`src/rtl/id_to_slot_hash_index_top_assert.svh`:
```
// Assertion macros for the id to slot hash index block.
`ifndef ID_TO_SLOT_HASH_INDEX_TOP_ASSERT_SVH
`define ID_TO_SLOT_HASH_INDEX_TOP_ASSERT_SVH

// same-cycle implication
`define ITHI_ASSERT_IMP(lbl, clk, rst, ante, cons) \
   lbl: assert property (@(posedge clk) disable iff (rst) (ante) |-> (cons)) \
      else $error("same-cycle check failed");

// next-cycle implication
`define ITHI_ASSERT_NXT(lbl, clk, rst, ante, cons) \
   lbl: assert property (@(posedge clk) disable iff (rst) (ante) |=> (cons)) \
      else $error("next-cycle check failed");

`endif

```
`src/rtl/ithi_pkg.sv`:
```
// Types and constants shared by the id to slot hash index block.
package ithi_pkg;

   localparam logic [1:0] CMD_LOOKUP = 2'd0;
   localparam logic [1:0] CMD_INSERT = 2'd1;
   localparam logic [1:0] CMD_REMOVE = 2'd2;

   typedef struct packed {
      logic [1:0]  cmd;
      logic [63:0] task_id;
      logic [6:0]  record_slot;
   } req_type;

   typedef struct packed {
      logic       ok;
      logic [6:0] found_index;
   } rsp_type;

   typedef struct packed {
      logic        go;
      logic [63:0] key;
   } hash_req_type;

   typedef enum logic [1:0] {
      OP_LOOKUP,
      OP_INSERT,
      OP_REMOVE,
      OP_REBIND
   } op_type;

   typedef enum logic [3:0] {
      ST_CLEAR,
      ST_IDLE,
      ST_FAIL,
      ST_HASH,
      ST_RD_SLOT,
      ST_RD_REC,
      ST_EVAL,
      ST_RB_RD,
      ST_RB_CHK
   } state_type;

endpackage

```
`src/rtl/ithi_home.sv`:
```
// Home slot unit: key modulo the slot count.
module ithi_home #(
   parameter int SLOTS = 256
) (
   input  logic                        clock,
   input  logic                        reset,
   input  ithi_pkg::hash_req_type      hreq,
   output logic                        done,
   output logic [$clog2(SLOTS)-1:0]    home
);
   import ithi_pkg::*;

   localparam int SW = $clog2(SLOTS);

   generate
      if ((1 << SW) == SLOTS) begin : g_mask
         logic          done_ff;
         logic [SW-1:0] home_ff;
         always_ff @(posedge clock) begin
            if (reset) begin
               done_ff <= 1'b0;
            end else begin
               done_ff <= hreq.go;
            end
         end
         always_ff @(posedge clock) begin
            if (hreq.go) begin
               home_ff <= hreq.key[SW-1:0];
            end
         end
         assign done = done_ff;
         assign home = home_ff;
      end else begin : g_radix
         // four key bits per cycle, remainder digit picked by parallel compares
         logic          run_ff;
         logic          done_ff;
         logic [3:0]    cnt_ff;
         logic [63:0]   sh_ff;
         logic [SW-1:0] rem_ff;
         logic [SW+3:0] acc;
         logic [SW+3:0] acc_red;
         always_comb begin
            acc     = {rem_ff, sh_ff[63:60]};
            acc_red = acc;
            for (int q = 1; q < 16; q++) begin
               if (acc >= (SW+4)'(q * SLOTS)) begin
                  acc_red = acc - (SW+4)'(q * SLOTS);
               end
            end
         end
         always_ff @(posedge clock) begin
            if (reset) begin
               run_ff  <= 1'b0;
               done_ff <= 1'b0;
               cnt_ff  <= '0;
            end else begin
               done_ff <= run_ff && (cnt_ff == 4'd15);
               if (hreq.go) begin
                  run_ff <= 1'b1;
                  cnt_ff <= '0;
               end else if (run_ff) begin
                  cnt_ff <= cnt_ff + 4'd1;
                  if (cnt_ff == 4'd15) begin
                     run_ff <= 1'b0;
                  end
               end
            end
         end
         always_ff @(posedge clock) begin
            if (hreq.go) begin
               sh_ff  <= hreq.key;
               rem_ff <= '0;
            end else if (run_ff) begin
               sh_ff  <= {sh_ff[59:0], 4'd0};
               rem_ff <= acc_red[SW-1:0];
            end
         end
         assign done = done_ff;
         assign home = rem_ff;
      end
   endgenerate

endmodule

```
`config.mk`:
```
export PLATFORM = sky130hd
export DESIGN_NAME = ithi_home
export DESIGN_NICKNAME = d
export VERILOG_FILES = /design/src/rtl/id_to_slot_hash_index_top_assert.svh /design/src/rtl/ithi_pkg.sv /design/src/rtl/ithi_home.sv
export SDC_FILE = /design/constraint.sdc
export NUM_CORES = 1
export LEC_CHECK = 0
export BUFFER_PORTS_ARGS = -buffer_cell sky130_fd_sc_hd__buf_2
export CAP_MARGIN = 30
export CORE_MARGIN = 4
export CORE_UTILIZATION = 19
export DETAILED_ROUTE_END_ITERATION = 16
export PLACE_DENSITY = 0.77
export SKIP_LAST_GASP = 1
export SYNTH_ARGS = -nofsm -noshare
export SYNTH_HDL_FRONTEND = slang
export SYNTH_SLANG_ARGS = --single-unit
export TNS_END_PERCENT = 1
```
`constraint.sdc`:
```
create_clock -name clock -period 0.8 [get_ports clock]
set_input_delay 0.08 -clock clock [delete_from_list [all_inputs] [get_ports clock]]
set_output_delay 0.08 -clock clock [all_outputs]
set_load 0.1 [all_outputs]
```
==> impl_metrics.ini, run 1 <==
[synth]
async_flop_share_pct = 0
synth.distinct_cells = 3
syn-num-nets = 77
synth_top_family_by_area = simple AND/OR/NAND/NOR gates
ys_seq_area_share_pct = 95.0
synthMuxAreaShare_pct = 0
syn-instance-count = 10
synth_area_sq_um = 274
synth_compound_area_share_pct = 0
syn_area_per_cell_sq_um = 27.4
synth_xor_area_share_pct = 0
yosys.area_share.simple_pct = 5.02
synthAdderAreaFrac_pct = 0
synth_common_cells = edfxtp_1 (8), dfxtp_1 (1), nor2b_4 (1)
synth_edf_count = 8
netlist.area_leader.share_pct = 87.7
ys_ff_latch = 9
synth.largest_area_cell = edfxtp_1
ys_warn_count = 0
ys_top_cells_by_area = edfxtp_1 (88%), dfxtp_1 (7.3%), nor2b_4 (5.0%)
yosysMostFrequentCell = edfxtp_1
synth_ff_type = edfxtp_1

[critical_path]
crit_path_start_kind = flop
cp_num_buf_inv = 1
endpoint_kind = output pin
critPathKind = flop to output pin
cpMaxStageDelayCell = edfxtp_1
arrival_ps = 870
path_max_fanout = 1
critPathTopFamily = flip-flops
cp_num_cells = 1
required_ps = 720
cp_cell_sequence = buf_12
slowest_delay_ps = 420

[floorplan]
ioPinCount = 76
row_count = 13
die_width_microns = 46.0
fp.coreArea_sq_um = 1330
die_h_microns = 46.0
start_util_pct = 20.5
die-area_sq_um = 2110

[sta]
relSlewSlack_pct = 87.0
layout_min_cycle_time_ps = 946
holdWs_ps = 168
max_freq_mhz = 1060
tightest_slew_ps = 195
slew_viol_final = 0
rsz0062_at_grt = yes
hold_viol = 0
setup_viol = 9
setup_ws_ps = -146
fin_crit_sh_pct = 118

[power_and_ir_drop]
total_power_uw = 1380
power.leakage_uw = 0.000270
powerDensity_nw_per_um2 = 2150
vdd_ir_drop_max_uv = 935

[min_path]
whs_path_depth = 2
worstHoldPathType = input pin to flop

[status]
violations = negative setup slack
status = finished with violations

[clocking]
clk_pin_slew_ps = 60
cts-root-buf = clkbuf_4
cts_inserted_buffers = 3
cts.sinks = 9
tritoncts = yes
clock_path_buffers = 2
h-tree-depth = 1

[routing]
postRouteAntennaNets = 0
drcViolationCount = 0
drt-pass1-iter-count = 4
vias = 218
totalWireLength_microns = 622
wire_per_inst_microns = 10.9
routed_via_density = 3.82
drt_iter0_drc = 5

[global_routing]
gr-total-overflow = 0
antenna_found_initial = 0
grt_pass1_vias = 200
grt_max_degree = 10
grt_usage_pct = 7.59
grt_pass1_wl_microns = 931

[final_layout]
fin_cells = 57
layout.nets = 110
area_growth_pct = 134
drive_gt1_share_pct = 57.1
diodes = 0
fin_util_pct = 48.0

[placement]
gp_congestion = 0.608
dp_cells = 44
port_buffers = 19

[job]
cap_violations = 0
[final cells by class]
class	instances	area (sq um)
clock buffer	4	26.3
sequential	9	262
timing repair buffer	28	320
multi-input combinational	1	13.8
tap	15	18.8
fill	114	693
[per-stage QoR]
stage | setup WS, ps | area (sq um) | TNS (ps)
2_1_floorplan | -184 | 275 | -1470
3_3_place_gp | 121 | 524 | 0
3_5_place_dp | 122 | 524 | 0
4_1_cts | -162 | 621 | -1280
5_1_grt | -180 | 641 | -1450
6_report | -146 | 641 | -1140
[report_power, final]
group	internal [uW]	switching, uW
combinational	178	288
clock	191	141
sequential	554	29.0
[per-layer routing]
| layer | vias up | GRT usage [%] | wire length (microns) |
|---|---|---|---|
| li1 | 103 | - | - |
| met1 | 87 | 7.06 | 237 |
| met2 | 24 | 9.07 | 235 |
| met3 | 4 | 5.53 | 122 |
| met4 | 0 | 10.2 | 27 |
| met5 | - | 0 | 0 |
[cells in the final DEF (no fill, tap or decap)]
cell           count
edfxtp_1           8
buf_2             10
clkbuf_4           3
buf_12             9
clkbuf_1           1
dlygate4sd3_1      9
dfxtp_2            1
nor2b_4            1
[kinds of logic after synthesis]
logic type / Yosys count
flip-flops: 9
AND/OR/NAND/NOR: 1
[state kept, by name, indices dropped and copies added, names as in the netlist]
register / flops
done: 1
home: 8
[path summary, 6_finish.rpt]
kind      from      end
min   hreq[64]     done
max    home[0]  home[0]
[repair_timing]
| item | 4_1_cts | 5_1_grt |
|---|---|---|
| setup endpoints to repair | 9 | 9 |
| hold endpoints to repair | 7 | 2 |
| setup buffers | 0 | 0 |
| gates resized for setup | 0 | 0 |
| hold buffers | 7 | 2 |
(Power assumes the default switching activity.)
==> run 2, diff against run 1 <==
ABC_AREA = 1   (was not set)
CORE_UTILIZATION = 18   (was 19)
PLACE_DENSITY = 0.74   (was 0.77)
==> run 2 against run 1 <==
  * The flow still finishes with violations (negative setup slack)
  * Clock power rose by 4%
  * Die area up 3.4%
  * Critical path depth unchanged
  * Via count rose by 0.92%
  * Non-clock buffer count stayed put
  * Critical endpoint is now home[3]
  * Largest power group unchanged
==> impl_metrics.ini, run 2 <==
[status]
status = finished with violations
violations = negative setup slack

[floorplan]
row_count = 13
fp.coreArea_sq_um = 1350
die_width_microns = 46.8
die-area_sq_um = 2190
start_util_pct = 20.0
ioPinCount = 76
die_h_microns = 46.8

[critical_path]
crit_path_start_kind = flop
cp_cell_sequence = buf_12
cp_num_buf_inv = 1
required_ps = 720
critPathTopFamily = flip-flops
cpMaxStageDelayCell = edfxtp_1
endpoint_kind = output pin
critPathKind = flop to output pin
arrival_ps = 870
slowest_delay_ps = 420
path_max_fanout = 1

[sta]
setup_viol = 9
tightest_slew_ps = 193
max_freq_mhz = 1050
hold_viol = 0
layout_min_cycle_time_ps = 951
slew_viol_final = 0
rsz0062_at_grt = yes
relSlewSlack_pct = 87.1
setup_ws_ps = -151
fin_crit_sh_pct = 119

[clocking]
clk_pin_slew_ps = 60
h-tree-depth = 1
cts_inserted_buffers = 3
post_cts_resized = 0
cts.sinks = 9
tritoncts = yes
clock_path_buffers = 2
cts-root-buf = clkbuf_4

[placement]
port_buffers = 19
gp_congestion = 0.647
pre_cts_ws_ps = 117
place_area_sq_um = 520

[synth]
synth_edf_count = 8
syn-num-nets = 78
synth_area_sq_um = 270
syn-instance-count = 11
ys_seq_area_share_pct = 96.3
netlist.area_leader.share_pct = 88.9
async_flop_share_pct = 0
yosysMostFrequentCell = edfxtp_1
ys_warn_count = 0
ys_ff_latch = 9
ys_top_cells_by_area = edfxtp_1 (89%), dfxtp_1 (7.4%), nor2_2 (2.3%), inv_1 (1.4%)
synth.largest_area_cell = edfxtp_1
synth.distinct_cells = 4
synth_ff_type = edfxtp_1
synth_common_cells = edfxtp_1 (8), dfxtp_1 (1), inv_1 (1), nor2_2 (1)
syn_area_per_cell_sq_um = 24.6

[final_layout]
largest_reg_flops = 8
mostFrequentLayoutCell = buf_2
area_growth_pct = 136
diodes = 0
layout.nets = 111
drive_gt1_share_pct = 55.8
final_cell_area_sq_um = 637
layout_common_cells = buf_2 (10), dlygate4sd3_1 (9), buf_12 (9), edfxtp_1 (8), clkbuf_4 (3)

[power_and_ir_drop]
powerDensity_nw_per_um2 = 2190
internal_power_uw = 921
power_frac_comb_pct = 33.3
swShare_pct = 33.9
vdd_ir_drop_max_uv = 1020
clkPwrFrac_pct = 24.8
p_sw_uw = 472
seqPwrFrac_pct = 41.8
power.leakage_uw = 0.000270

[global_routing]
antenna_found_initial = 0
grt_pass1_vias = 222
grt_pass1_wl_mm = 1.05
grt_max_degree = 10
gr-total-overflow = 0
grt_usage_pct = 7.58

[routing]
drcViolationCount = 0
drt_iter0_drc = 2
postRouteAntennaNets = 0
drt-pass1-iter-count = 4
vias = 220
routed_via_density = 3.79
totalWireLength_microns = 685
wire_per_inst_microns = 11.8

[job]
cap_violations = 0

[min_path]
worstHoldPathType = input pin to flop
==> run 2: cell count changes in the layout (fill, tap and decap cells not counted), sizes merged <==
cell   delta
inv       +1
nor2      +1
nor2b     -1
==> run 2: routing by layer <==
metal	wire length, microns	GRT usage (%)
met4	0	8.29
met2	297	11.3
met1	303	8.57
met5	0	0
met3	84	1.53
==> run 2: metrics by stage <==
step	power [uW]	hold WS, ps	util [%]	setup TNS (ps)	instances
4_1_cts	1400	130	47.2	-1310	58
3_5_place_dp	1030	245	38.6	0	45
5_1_grt	1440	153	47.2	-1460	58
2_1_floorplan	831	139	-	-1470	11
6_report	1390	143	47.2	-1200	58
3_3_place_gp	1020	241	38.6	0	45
==> run 2: logic make-up after synthesis <==
group | share of synthesized area [%]
buffers and inverters | 1.39
and+or+nand+nor | 2.32
DFF | 96.3
==> run 2: what timing repair did <==
action / in CTS / in global routing
hold buffers: 9 / 0
setup endpoints to repair: 9 / 9
setup buffers: 0 / 0
hold endpoints to repair: 9 / 0
==> run 2: power by group through the flow <==
stage,sequential [uW],clock [uW],combinational (uW)
after floorplan,828,0,2.83
after global placement,594,0,429
after detailed placement,594,0,432
after CTS,584,356,465
after global routing,586,380,477
final,583,346,464
==> run 2: area by class of cell <==
type	instances	area (sq um)
flip-flops and latches	9	262
inverters	1	3.75
repair buffers	28	320
multi-input cells	1	6.26
clock buffers	4	26.3
well taps	15	18.8
fillers	115	713
==> run 2: path summary, 6_finish.rpt <==
kind | start | to | slack, ps | cells past startpoint
worst max-delay path | home[3] | home[3] | -150 | 1
worst min-delay path | hreq[64] | done | 140 | 3
